[config.mk]
export PLATFORM = sky130hd
export DESIGN_NAME = keyed_record_table
export DESIGN_NICKNAME = d
export VERILOG_FILES = /design/src/design/krt_pkg.sv /design/src/design/krt_cell.sv /design/src/design/krt_ctrl.sv /design/src/design/keyed_record_table.sv
export VERILOG_INCLUDE_DIRS = /design/src /design/src/design
export SDC_FILE = /design/constraint.sdc
export NUM_CORES = 2
export LEC_CHECK = 0
export BUFFER_PORTS_ARGS = -buffer_cell sky130_fd_sc_hd__buf_4
export CAP_MARGIN = 20
export CELL_PAD_IN_SITES_DETAIL_PLACEMENT = 0
export CELL_PAD_IN_SITES_GLOBAL_PLACEMENT = 1
export CORE_MARGIN = 3
export CORE_UTILIZATION = 41
export DETAILED_ROUTE_END_ITERATION = 10
export GPL_TIMING_DRIVEN = 0
export PLACE_DENSITY = 0.64
export SLEW_MARGIN = 20
export SYNTH_ARGS = -nofsm -noshare
export SYNTH_HDL_FRONTEND = slang
export SYNTH_SLANG_ARGS = --single-unit
[constraint.sdc]
create_clock -name clk -period 7 [get_ports clk]
set_input_delay 2.1 -clock clk [delete_from_list [all_inputs] [get_ports clk]]
set_output_delay 2.1 -clock clk [all_outputs]
set_load 0.02 [all_outputs]
[src/design/keyed_record_table_defines.svh]
// Assertion macros shared by the table design.
// Both sample on clk and are disabled while arst_n is low.
`ifndef KEYED_RECORD_TABLE_DEFINES_SVH
`define KEYED_RECORD_TABLE_DEFINES_SVH

// Property that must hold at every clock edge.
`define KRT_ASSERT(lbl, prop, msg) \
	lbl: assert property (@(posedge clk) disable iff (!arst_n) (prop)) else $error(msg);

// Property that must hold at every edge where the antecedent is true.
`define KRT_ASSERT_IMP(lbl, ante, cons, msg) \
	lbl: assert property (@(posedge clk) disable iff (!arst_n) (ante) |-> (cons)) else $error(msg);

`endif

[src/design/krt_pkg.sv]
package krt_pkg;

	localparam int KIND_W = 2;
	localparam int KEY_W  = 31;
	localparam int VAL_W  = 16;
	localparam int STAT_W = 2;
	localparam int POS_W  = 5;
	localparam int CNT_W  = 6;

	typedef enum logic [KIND_W-1:0] {
		KIND_INSERT = 2'd0,
		KIND_LOOKUP = 2'd1,
		KIND_UPDATE = 2'd2,
		KIND_DELETE = 2'd3
	} kind_t;

	typedef enum logic [STAT_W-1:0] {
		ST_OK      = 2'd0,
		ST_DUP     = 2'd1,
		ST_FULL    = 2'd2,
		ST_MISSING = 2'd3
	} status_t;

	typedef enum logic [1:0] {
		S_IDLE,
		S_MATCH,
		S_DECIDE,
		S_SHIFT
	} state_t;

	// Command broadcast from the sequencer to every cell of the chain
	typedef struct packed {
		logic cmp;         // compare stored key against the request key
		logic ins;         // write request into the selected free cell
		logic upd;         // replace value of the matching cell
		logic load_mark;   // start the delete marker at the matching cell
		logic shift;       // marked cell takes its right neighbor's record
		logic shift_last;  // final shift step: drop the marker
	} cell_cmd_t;

endpackage

[src/design/krt_cell.sv]
module krt_cell (
	input  logic                     clk,
	input  logic                     arst_n,
	input  krt_pkg::cell_cmd_t       cmd,
	input  logic                     ins_sel,
	input  logic [krt_pkg::KEY_W-1:0] op_key,
	input  logic [krt_pkg::VAL_W-1:0] op_val,
	input  logic [krt_pkg::KEY_W-1:0] nxt_key,
	input  logic [krt_pkg::VAL_W-1:0] nxt_val,
	input  logic                     nxt_valid,
	input  logic                     prv_mark,
	output logic [krt_pkg::KEY_W-1:0] cell_key,
	output logic [krt_pkg::VAL_W-1:0] cell_val,
	output logic                     cell_valid,
	output logic                     mark,
	output logic                     match
);
	import krt_pkg::*;

	logic [KEY_W-1:0] key_q;
	logic [VAL_W-1:0] val_q;
	logic             valid_q;
	logic             mark_q;
	logic             match_q;

	// Record storage: insert, update or pull from the right neighbor
	always_ff @(posedge clk) begin
		if (cmd.ins && ins_sel) begin
			key_q <= op_key;
			val_q <= op_val;
		end else if (cmd.upd && match_q) begin
			val_q <= op_val;
		end else if (cmd.shift && mark_q) begin
			key_q <= nxt_key;
			val_q <= nxt_val;
		end
	end

	// Control bits: occupancy, delete marker and compare result
	always_ff @(posedge clk or negedge arst_n) begin
		if (!arst_n) begin
			valid_q <= 1'b0;
			mark_q  <= 1'b0;
			match_q <= 1'b0;
		end else begin
			if (cmd.ins && ins_sel) begin
				valid_q <= 1'b1;
			end else if (cmd.shift && mark_q) begin
				valid_q <= nxt_valid;
			end

			if (cmd.load_mark) begin
				mark_q <= match_q;
			end else if (cmd.shift) begin
				mark_q <= cmd.shift_last ? 1'b0 : prv_mark;
			end

			if (cmd.cmp) begin
				match_q <= valid_q && (key_q == op_key);
			end
		end
	end

	assign cell_key   = key_q;
	assign cell_val   = val_q;
	assign cell_valid = valid_q;
	assign mark       = mark_q;
	assign match      = match_q;

endmodule

[src/design/krt_ctrl.sv]
module krt_ctrl #(
	parameter int DEPTH = 32,
	parameter int IW    = 5,
	parameter int CW    = 6
) (
	input  logic                       clk,
	input  logic                       arst_n,
	input  logic                       in_valid,
	output logic                       in_stall,
	input  logic [krt_pkg::KIND_W-1:0] kind,
	input  logic [krt_pkg::KEY_W-1:0]  key,
	input  logic [krt_pkg::VAL_W-1:0]  value,
	input  logic                       hit,
	input  logic [IW-1:0]              slot,
	input  logic [krt_pkg::VAL_W-1:0]  found,
	output logic                       out_valid,
	input  logic                       out_stall,
	output logic [krt_pkg::STAT_W-1:0] status,
	output logic [krt_pkg::VAL_W-1:0]  found_value,
	output logic [krt_pkg::POS_W-1:0]  position,
	output logic [krt_pkg::CNT_W-1:0]  entry_count,
	output krt_pkg::cell_cmd_t         cmd,
	output logic [krt_pkg::KEY_W-1:0]  op_key,
	output logic [krt_pkg::VAL_W-1:0]  op_val,
	output logic [CW-1:0]              cnt
);
	import krt_pkg::*;

	localparam int PW = (IW > POS_W) ? IW : POS_W;
	localparam int XW = (CW > CNT_W) ? CW : CNT_W;

	state_t           state_q, state_d;
	kind_t            kind_q;
	logic [KEY_W-1:0] key_q;
	logic [VAL_W-1:0] val_q;
	logic [CW-1:0]    cnt_q, cnt_d;
	logic [IW-1:0]    idx_q, idx_d;
	logic             take;
	logic             load_out;
	status_t          st_d;
	logic [VAL_W-1:0] fnd_d;
	logic [IW-1:0]    pos_d;
	logic [PW-1:0]    pos_ext;
	logic [XW-1:0]    cnt_ext;

	logic                out_valid_q;
	logic [STAT_W-1:0]   status_q;
	logic [VAL_W-1:0]    found_q;
	logic [POS_W-1:0]    position_q;
	logic [CNT_W-1:0]    count_q;

	// Next state, cell commands and result of the current request
	always_comb begin
		state_d  = state_q;
		cmd      = '0;
		in_stall = 1'b1;
		take     = 1'b0;
		load_out = 1'b0;
		st_d     = ST_OK;
		fnd_d    = '0;
		pos_d    = '0;
		cnt_d    = cnt_q;
		idx_d    = idx_q;
		case (state_q)
			S_IDLE: begin
				in_stall = 1'b0;
				if (in_valid) begin
					take    = 1'b1;
					state_d = S_MATCH;
				end
			end
			S_MATCH: begin
				cmd.cmp = 1'b1;
				state_d = S_DECIDE;
			end
			S_DECIDE: begin
				if (!out_valid_q || !out_stall) begin
					load_out = 1'b1;
					state_d  = S_IDLE;
					if (kind_q == KIND_INSERT) begin
						if (hit) begin
							st_d  = ST_DUP;
							pos_d = slot;
						end else if (cnt_q >= CW'(DEPTH)) begin
							st_d = ST_FULL;
						end else begin
							pos_d   = cnt_q[IW-1:0];
							cmd.ins = 1'b1;
							cnt_d   = cnt_q + 1'b1;
						end
					end else if (!hit) begin
						st_d = ST_MISSING;
					end else begin
						pos_d = slot;
						case (kind_q)
							KIND_LOOKUP: fnd_d = found;
							KIND_UPDATE: cmd.upd = 1'b1;
							KIND_DELETE: begin
								cmd.load_mark = 1'b1;
								cnt_d         = cnt_q - 1'b1;
								idx_d         = slot;
								state_d       = S_SHIFT;
							end
							default: ;
						endcase
					end
				end
			end
			S_SHIFT: begin
				cmd.shift = 1'b1;
				// cnt_q already holds the reduced count: it is the old last slot
				if (CW'(idx_q) == cnt_q) begin
					cmd.shift_last = 1'b1;
					state_d        = S_IDLE;
				end else begin
					idx_d = idx_q + 1'b1;
				end
			end
			default: state_d = S_IDLE;
		endcase
	end

	assign pos_ext = PW'(pos_d);
	assign cnt_ext = XW'(cnt_d);

	// Sequencer and table count
	always_ff @(posedge clk or negedge arst_n) begin
		if (!arst_n) begin
			state_q <= S_IDLE;
			cnt_q   <= '0;
			idx_q   <= '0;
		end else begin
			state_q <= state_d;
			cnt_q   <= cnt_d;
			idx_q   <= idx_d;
		end
	end

	// Hold the accepted request
	always_ff @(posedge clk) begin
		if (take) begin
			kind_q <= kind_t'(kind);
			key_q  <= key;
			val_q  <= value;
		end
	end

	// Output register: load on a finished request, drop when taken
	always_ff @(posedge clk or negedge arst_n) begin
		if (!arst_n) begin
			out_valid_q <= 1'b0;
		end else if (load_out) begin
			out_valid_q <= 1'b1;
		end else if (!out_stall) begin
			out_valid_q <= 1'b0;
		end
	end

	always_ff @(posedge clk) begin
		if (load_out) begin
			status_q   <= st_d;
			found_q    <= fnd_d;
			position_q <= pos_ext[POS_W-1:0];
			count_q    <= cnt_ext[CNT_W-1:0];
		end
	end

	assign out_valid   = out_valid_q;
	assign status      = status_q;
	assign found_value = found_q;
	assign position    = position_q;
	assign entry_count = count_q;
	assign op_key      = key_q;
	assign op_val      = val_q;
	assign cnt         = cnt_q;

endmodule

[src/design/keyed_record_table.sv]
// Channel   Direction  Handshake           Payload
// request   in         in_valid/in_stall   kind, key, value
// result    out        out_valid/out_stall status, found_value, position, entry_count
//
// Insert, lookup and update go through accept, compare in every cell, decide.
// Delete then shifts the hole along the cell chain, from its slot to the old last slot.
// Reset clears the entry count and every cell's valid bit; no clearing pass.
// A waiting result sits in the output register; the next request is accepted
// meanwhile, and only its decide step waits while out_stall holds the register.
`include "keyed_record_table_defines.svh"

module keyed_record_table #(
	parameter int TABLE_DEPTH = 32
) (
	input  logic                       clk,
	input  logic                       arst_n,
	input  logic                       in_valid,
	output logic                       in_stall,
	input  logic [krt_pkg::KIND_W-1:0] kind,
	input  logic [krt_pkg::KEY_W-1:0]  key,
	input  logic [krt_pkg::VAL_W-1:0]  value,
	output logic                       out_valid,
	input  logic                       out_stall,
	output logic [krt_pkg::STAT_W-1:0] status,
	output logic [krt_pkg::VAL_W-1:0]  found_value,
	output logic [krt_pkg::POS_W-1:0]  position,
	output logic [krt_pkg::CNT_W-1:0]  entry_count
);
	import krt_pkg::*;

	localparam int IW = (TABLE_DEPTH > 1) ? $clog2(TABLE_DEPTH) : 1;
	localparam int CW = $clog2(TABLE_DEPTH + 1);

	cell_cmd_t        cmd;
	logic [KEY_W-1:0] op_key;
	logic [VAL_W-1:0] op_val;
	logic [CW-1:0]    cnt;

	logic [KEY_W-1:0]     ckey [TABLE_DEPTH];
	logic [VAL_W-1:0]     cval [TABLE_DEPTH];
	logic [TABLE_DEPTH-1:0] cvalid;
	logic [TABLE_DEPTH-1:0] mark;
	logic [TABLE_DEPTH-1:0] match;

	logic             hit;
	logic [IW-1:0]    slot;
	logic [VAL_W-1:0] found;

	krt_ctrl #(
		.DEPTH (TABLE_DEPTH),
		.IW    (IW),
		.CW    (CW)
	) u_ctrl (
		.clk         (clk),
		.arst_n      (arst_n),
		.in_valid    (in_valid),
		.in_stall    (in_stall),
		.kind        (kind),
		.key         (key),
		.value       (value),
		.hit         (hit),
		.slot        (slot),
		.found       (found),
		.out_valid   (out_valid),
		.out_stall   (out_stall),
		.status      (status),
		.found_value (found_value),
		.position    (position),
		.entry_count (entry_count),
		.cmd         (cmd),
		.op_key      (op_key),
		.op_val      (op_val),
		.cnt         (cnt)
	);

	// Chain of cells: each pulls from its right neighbor, marker moves right
	for (genvar i = 0; i < TABLE_DEPTH; i++) begin : g_cell
		logic [KEY_W-1:0] nkey;
		logic [VAL_W-1:0] nval;
		logic             nvalid;
		logic             pmark;

		if (i < TABLE_DEPTH - 1) begin : g_mid
			assign nkey   = ckey[i+1];
			assign nval   = cval[i+1];
			assign nvalid = cvalid[i+1];
		end else begin : g_end
			assign nkey   = '0;
			assign nval   = '0;
			assign nvalid = 1'b0;
		end

		if (i > 0) begin : g_prv
			assign pmark = mark[i-1];
		end else begin : g_first
			assign pmark = 1'b0;
		end

		krt_cell u_cell (
			.clk        (clk),
			.arst_n     (arst_n),
			.cmd        (cmd),
			.ins_sel    (cnt == CW'(i)),
			.op_key     (op_key),
			.op_val     (op_val),
			.nxt_key    (nkey),
			.nxt_val    (nval),
			.nxt_valid  (nvalid),
			.prv_mark   (pmark),
			.cell_key   (ckey[i]),
			.cell_val   (cval[i]),
			.cell_valid (cvalid[i]),
			.mark       (mark[i]),
			.match      (match[i])
		);
	end

	// Keys are unique among valid cells, so at most one cell matches: OR it down
	always_comb begin
		hit   = |match;
		slot  = '0;
		found = '0;
		for (int i = 0; i < TABLE_DEPTH; i++) begin
			if (match[i]) begin
				slot  = slot | IW'(i);
				found = found | cval[i];
			end
		end
	end

	`KRT_ASSERT(a_match_unique, $onehot0(match), "more than one cell matched the key")
	`KRT_ASSERT(a_count_bound, cnt <= CW'(TABLE_DEPTH), "entry count above table depth")
	`KRT_ASSERT_IMP(a_valid_count, !in_stall, $countones(cvalid) == int'(cnt), "valid cells disagree with entry count")

endmodule

Word level (Yosys, flattened, before mapping) --
Index checks and enable logic that the tools add are counted.
Storage, ports and cells: bits in registers 1692, input port bits 53, output and inout port bits 31, word-level logic and storage cells 1377
Cells by class: add/sub/neg operators 3, magnitude comparators 1, equal/unequal tests 110, muxes and demuxes 826, bitwise operators 31, reductions and logical operators 235
Operator list (number):
- $mux 31 | 192
- $mux 16 | 238
- $eq 31x31->1 | 32
- $or 16x16->16 | 31
- $mux 1 | 259
- $mux 5 | 50
- $mux 6 | 24
- $logic_and 1x1->1 | 128
- $eq 6x5->1 const B | 16
- $reduce_bool 3->1 | 32
- $mux 2 | 46
- $ne 2x2->1 const B | 36
- $reduce_bool 2->1 | 34
- $reduce_and 2->1 | 32
- $eq 6x4->1 const B | 8
- $mux 4 | 8
- $reduce_or 32->1 | 1
- $eq 6x3->1 const B | 4
- $mux 3 | 7
- $eq 6x2->1 const B | 2
- $pmux 5 s2 | 1
- $eq 2x2->1 const B | 4
- $ne 2x1->1 const B | 4
- $pmux 2 s4 | 1
- other kinds (13) | 16

Logic depth before layout (Yosys ltp) --
word-level depth 77, mapped depth 10, depth with buffers taken out 7

Hierarchy --
A second synthesis with hierarchy kept.
Second synthesis, totals: cells, all modules 5787, area total of the unflattened synthesis 87931.8 sq um
Modules (own cells, without submodules):
- krt_cell | instances 32, cells an instance 159, area each 2531.2 sq um, sequential area each 1486.4 sq um
- krt_ctrl | instances 1, cells an instance 219, area each 3543.4 sq um, sequential area each 2692.6 sq um
- keyed_record_table | instances 1, cells an instance 480, area each 3390.8 sq um, sequential area each 0.0 sq um

Worst setup path before layout --
OpenSTA, ideal clock, no wires.
path type in2reg, start point input out_stall, end point register g_cell[15].u_cell.val_q[0], enable pin, setup time 0.367 ns, arrival 4.574 ns, data required time 6.633 ns, path slack 2.059 ns, cell stages on the path 9, buffers on the path 3, cell sequence nand2_1 -> nand2b_1 -> clkbuf_1 -> nor4_4 -> buf_6 -> nand2_1 -> clkbuf_1 -> nand2_1 -> a21o_1
On the way: longest elaborated chain between the ends 7, elaborated cells on any way between the ends 8, classes of those cells mux (3); reduce/logical (5)
RTL lines:
- start: declaration | line keyed_record_table.sv:23 | input logic out_stall,
- $logic_not 1->1 * | line krt_ctrl.sv:77 | if (!out_valid_q || !out_stall) begin
- $logic_or 1x1->1 * | line krt_ctrl.sv:77
- $mux 3 * | line krt_ctrl.sv:77
- $mux 3 * (2 in series) | line krt_ctrl.sv:64 | case (state_q)
- $logic_and 1x1->1 (on tied branches) | line krt_cell.sv:28, krt_cell.sv:31
- $reduce_bool 3->1 (no source line) *
- end signal: assignment | line krt_cell.sv:30 | val_q <= op_val;
- end signal: assignment | line krt_cell.sv:32 | val_q <= op_val;
- end signal: assignment | line krt_cell.sv:35 | val_q <= nxt_val;
- end: declaration | line krt_cell.sv:21 | logic [VAL_W-1:0] val_q;
Mark *: on every way between the ends. The rest lies on a longest branch, timed or not. The select of a mux whose other input is x is not followed. A chain may end at the register's enable or synchronous reset.

Worst setup path after layout --
start point register g_cell[15].u_cell.match_q, end point register g_cell[18].u_cell.val_q[8], data pin
On the way: longest elaborated chain between the ends 15, elaborated cells on any way between the ends 23, classes of those cells mux (20); reduce/logical (3)
RTL lines:
- start: declaration | line krt_cell.sv:24 | logic match_q;
- start signal: assignment | line krt_cell.sv:59 | match_q <= valid_q && (key_q == op_key);
- $reduce_or 32->1 * | line keyed_record_table.sv:120 | hit = |match;
- $mux 2 | line krt_ctrl.sv:91 | end else if (!hit) begin
- $mux 2 | line krt_ctrl.sv:80 | if (kind_q == KIND_INSERT) begin
- $mux 2 | line krt_ctrl.sv:77
- $mux 2 | line krt_ctrl.sv:64
- $mux 2 | line krt_ctrl.sv:80
- $mux 2 | line krt_ctrl.sv:77
- $mux 2 | line krt_ctrl.sv:64
- $mux 3 * | line krt_ctrl.sv:77
- $mux 3 * (2 in series) | line krt_ctrl.sv:64
- $logic_and 1x1->1 | line krt_cell.sv:31 | end else if (cmd.upd && match_q) begin
- $mux 16 | line krt_cell.sv:31
- $mux 16 | line krt_cell.sv:28 | if (cmd.ins && ins_sel) begin
- $mux 16 * | line krt_cell.sv:28
- end signal: assignment | line krt_cell.sv:30
- end signal: assignment | line krt_cell.sv:32
- end signal: assignment | line krt_cell.sv:35
- end: declaration | line krt_cell.sv:21
Marks and branches as above.

==> flow_metrics.env <==
export IMPL_clk_path_buf_depth=3
export IMPL_ir_drop_uv=304
export IMPL_globalplace_congestion=0.998
export IMPL_chipHeight_um=464
export IMPL_yosys_top_cells_area="edfxtp_1 55%, mux2_2 14%, xnor2_1 7.9%, mux2_1 4.8%, dfrtp_1 3.2%"
export IMPL_vias=60200
export IMPL_worst_hold_slack_ns=0.527
export IMPL_cp_arrival_ns=6.31
export IMPL_synth_area_leader_cell="edfxtp_1"
export IMPL_grt_pass1_vias=58900
export IMPL_gr_usage_met2=0.588
export IMPL_worst_pin_slew_ns=1.34
export IMPL_h_tree_depth=4
export IMPL_syn_inst=5996
export IMPL_grt_use_met1=0.449
export IMPL_syn_to_final_growth_pct=15.4
export IMPL_num_rows=167
export IMPL_port_buffers=83
export IMPL_cts_repair_resized=0
export IMPL_dp_cells=8980
export IMPL_syn_avg_cell_area_um2=14.4
export IMPL_fmaxAchievable_ghz=0.176
export IMPL_cp_start_kind="register"
export IMPL_fin_skew_ns=0.0469
export IMPL_cts_hold_buf=0
export IMPL_insertion_delay_ns=0.89
export IMPL_relSlewSlack=0.107
export IMPL_routed_wl_um=420000
export IMPL_setup_viol=0
export IMPL_ys_types=54
export IMPL_fin_crit_sh=0.813
export IMPL_syn_area_um2=86000
export IMPL_drive_above_1_share=0.301
export IMPL_synthArstFlopShare=0.0650
export IMPL_r2r_start="g_cell[15].u_cell.match$_DFFE_PN0N_"
export IMPL_finalSetupTns_ns=0
export IMPL_synth_top_area_frac=0.552
export IMPL_synth_enable_flop_cells=1582
export IMPL_first_pass_iters=6
export IMPL_drc_errors=0
export IMPL_critical_path_class="register to register"
export IMPL_startpoint="g_cell[15].u_cell.match$_DFFE_PN0N_"
export IMPL_synth_main_ff_cell="edfxtp_1"
export IMPL_period_minus_slack_ns=5.69
export IMPL_viasPerCell=6.44
export IMPL_die_x_um=464
export IMPL_netlist_top_cells_count="1582 x edfxtp_1, 1084 x mux2_2, 775 x xnor2_1"
export IMPL_antenna_left=0
export IMPL_ys_ff_latch=1692
export IMPL_hpwlAfterDp_um=317000
export IMPL_critPathRequiredTime_ns=7.62
export IMPL_powerDensity_nw_per_um2=295
export IMPL_worst_slack_ns=1.31
export IMPL_endpoint_kind="register"
export IMPL_use_met3=0.0955
export IMPL_preCtsSetupSlack_ns=1.10
export IMPL_cts_tree="done"
export IMPL_drt_iter0_markers=8746
export IMPL_antenna_found_initial=37
export IMPL_ios=84
export IMPL_wire_per_inst_um=45.0
export IMPL_drv_slew=0
export IMPL_cts_sinks=1692
export IMPL_yosysWarnings=0
export IMPL_status="finished clean"
export IMPL_grt_busiest_layer="met2"
export IMPL_cts_root_buf="clkbuf_16"
export IMPL_min_from="u_ctrl.out_valid$_DFFE_PN0P_"
export IMPL_crit_fanout=10
export IMPL_cts_buffers_inserted=193
export IMPL_power_leakage_uw=0.0329
export IMPL_post_cts_buffers=0
export IMPL_design_die_area_um2=215000
export IMPL_grt_use_total=0.380
export IMPL_fin_cells=9346
export IMPL_hp_class="register to register"
export IMPL_finalHoldViolCount=0
export IMPL_rsz0062_at_grt="no"
export IMPL_maxCapViolations=0
export IMPL_grt_ovfl_total=0
export IMPL_fin_nets=6450
export IMPL_coreArea_um2=208000
export IMPL_synth_fp_nets=6056
export IMPL_synth_most_common_cell="edfxtp_1"
export IMPL_path_clk_slew_ns=0.06
export IMPL_p_total_uw=29300
export IMPL_grt_max_degree=83
export IMPL_grt_first_pass_wirelength_um=546000
export IMPL_synth_seq_area_share=0.584
export IMPL_initial_utilization=0.414
-- stage by stage --
step	util	area, um^2
floorplan	-	86000
global placement	0.434	90200
detailed placement	0.449	93300
CTS	0.477	99200
global route	0.478	99300
finish	0.478	99300
-- critical path: stages, from the launching register on --
cell,delay (ns)
dfrtp_1,0.61
or4_1,0.93
or4_1,0.59
buf_2,0.18
nor4_4,0.51
nand4_2,0.88
nand2_1,0.88
buf_4,0.44
mux2_2,0.39
-- layer usage --
metal | share of wire | wire length, um | vias to the layer above
li1 | - | - | 23500
met1 | 0.35 | 149000 | 31000
met2 | 0.45 | 188000 | 4389
met3 | 0.10 | 42000 | 1234
met4 | 0.099 | 41700 | 14
met5 | 0.00025 | 106 | -
-- path summary, 6_finish.rpt --
kind / cells after the start / end / slack, ns
min in group asynchronous: 1 / g_cell[16].u_cell.mark$_DFFE_PN0P_ / 1.09
min: 2 / u_ctrl.out_valid$_DFFE_PN0P_ / 0.53
max: 8 / g_cell[18].u_cell.cell_val[8]$_DFFE_PP_ / 1.31
max in group asynchronous: 2 / u_ctrl.idx_q[0]$_DFFE_PN0P_ / 5.09
max reg2reg: 8 / g_cell[18].u_cell.cell_val[8]$_DFFE_PP_ / 1.31
min reg2reg: 2 / u_ctrl.out_valid$_DFFE_PN0P_ / 0.53
-- area by class of cell --
| class | instances | area (um^2) |
|---|---|---|
| Fill cell | 18300 | 109000 |
| Sequential cell | 1692 | 50300 |
| Multi-Input combinational cell | 3782 | 33800 |
| Clock buffer | 253 | 5260 |
| Tap cell | 2788 | 3490 |
| Timing Repair Buffer | 199 | 3300 |
| Buffer | 514 | 2450 |
| Clock inverter | 99 | 712 |
| Inverter | 8 | 30.0 |
| Antenna cell | 11 | 27.5 |
-- where the power goes --
part	switching, uW	internal (uW)	total [uW]
Combinational	4680	2000	6680
Clock	4510	5520	10000
Sequential	624	12000	12600
-- cell families after synthesis --
logic type	synth area share
compound gates	0.0374
buf+inv	0.0262
simple gates	0.0582
fa+ha+maj	0.00102
xor+xnor	0.102
mux	0.191
flops	0.584
-- registers in the layout, summed over array words and instances (netlist names), 16 cells and up --
name	cells
g_cell.u_cell.cell_key	992
g_cell.u_cell.cell_val	512
g_cell.u_cell.cell_valid	32
g_cell.u_cell.mark	32
g_cell.u_cell.match	32
u_ctrl.op_key	31
u_ctrl.found_value	16
u_ctrl.op_val	16
-- layout by cell type (no fill, tap or decap), types with 11 or more instances in the layout --
| master | netlist | routed |
|---|---|---|
| nand4_4 | 11 | 11 |
| clkbuf_2 | 0 | 113 |
| a221oi_1 | 65 | 65 |
| nor4_1 | 109 | 106 |
| nand3_2 | 0 | 27 |
| o21ai_0 | 41 | 41 |
| xnor2_1 | 775 | 775 |
| buf_2 | 74 | 141 |
| nor3_1 | 23 | 23 |
| a22o_1 | 65 | 65 |
| a21oi_1 | 108 | 108 |
| clkbuf_8 | 0 | 14 |
| clkinv_2 | 0 | 26 |
| buf_16 | 0 | 57 |
| and2_1 | 52 | 52 |
| nand4_1 | 277 | 277 |
| clkinv_1 | 0 | 51 |
| diode_2 | 0 | 11 |
| buf_12 | 0 | 50 |
| buf_4 | 17 | 101 |
| dfrtp_1 | 110 | 110 |
| mux2_1 | 366 | 366 |
| nand3_4 | 16 | 16 |
| clkbuf_16 | 0 | 196 |
| xor2_1 | 225 | 225 |
| buf_1 | 92 | 25 |
| a22oi_1 | 130 | 130 |
| nand2_1 | 145 | 113 |
| nand2_2 | 27 | 59 |
| o31ai_1 | 30 | 26 |
| buf_6 | 19 | 23 |
| mux2_2 | 1084 | 1084 |
| clkbuf_1 | 312 | 242 |
| nor2_1 | 134 | 132 |
| edfxtp_1 | 1582 | 1582 |
No activity file was read; power rests on OpenSTA's default activity.
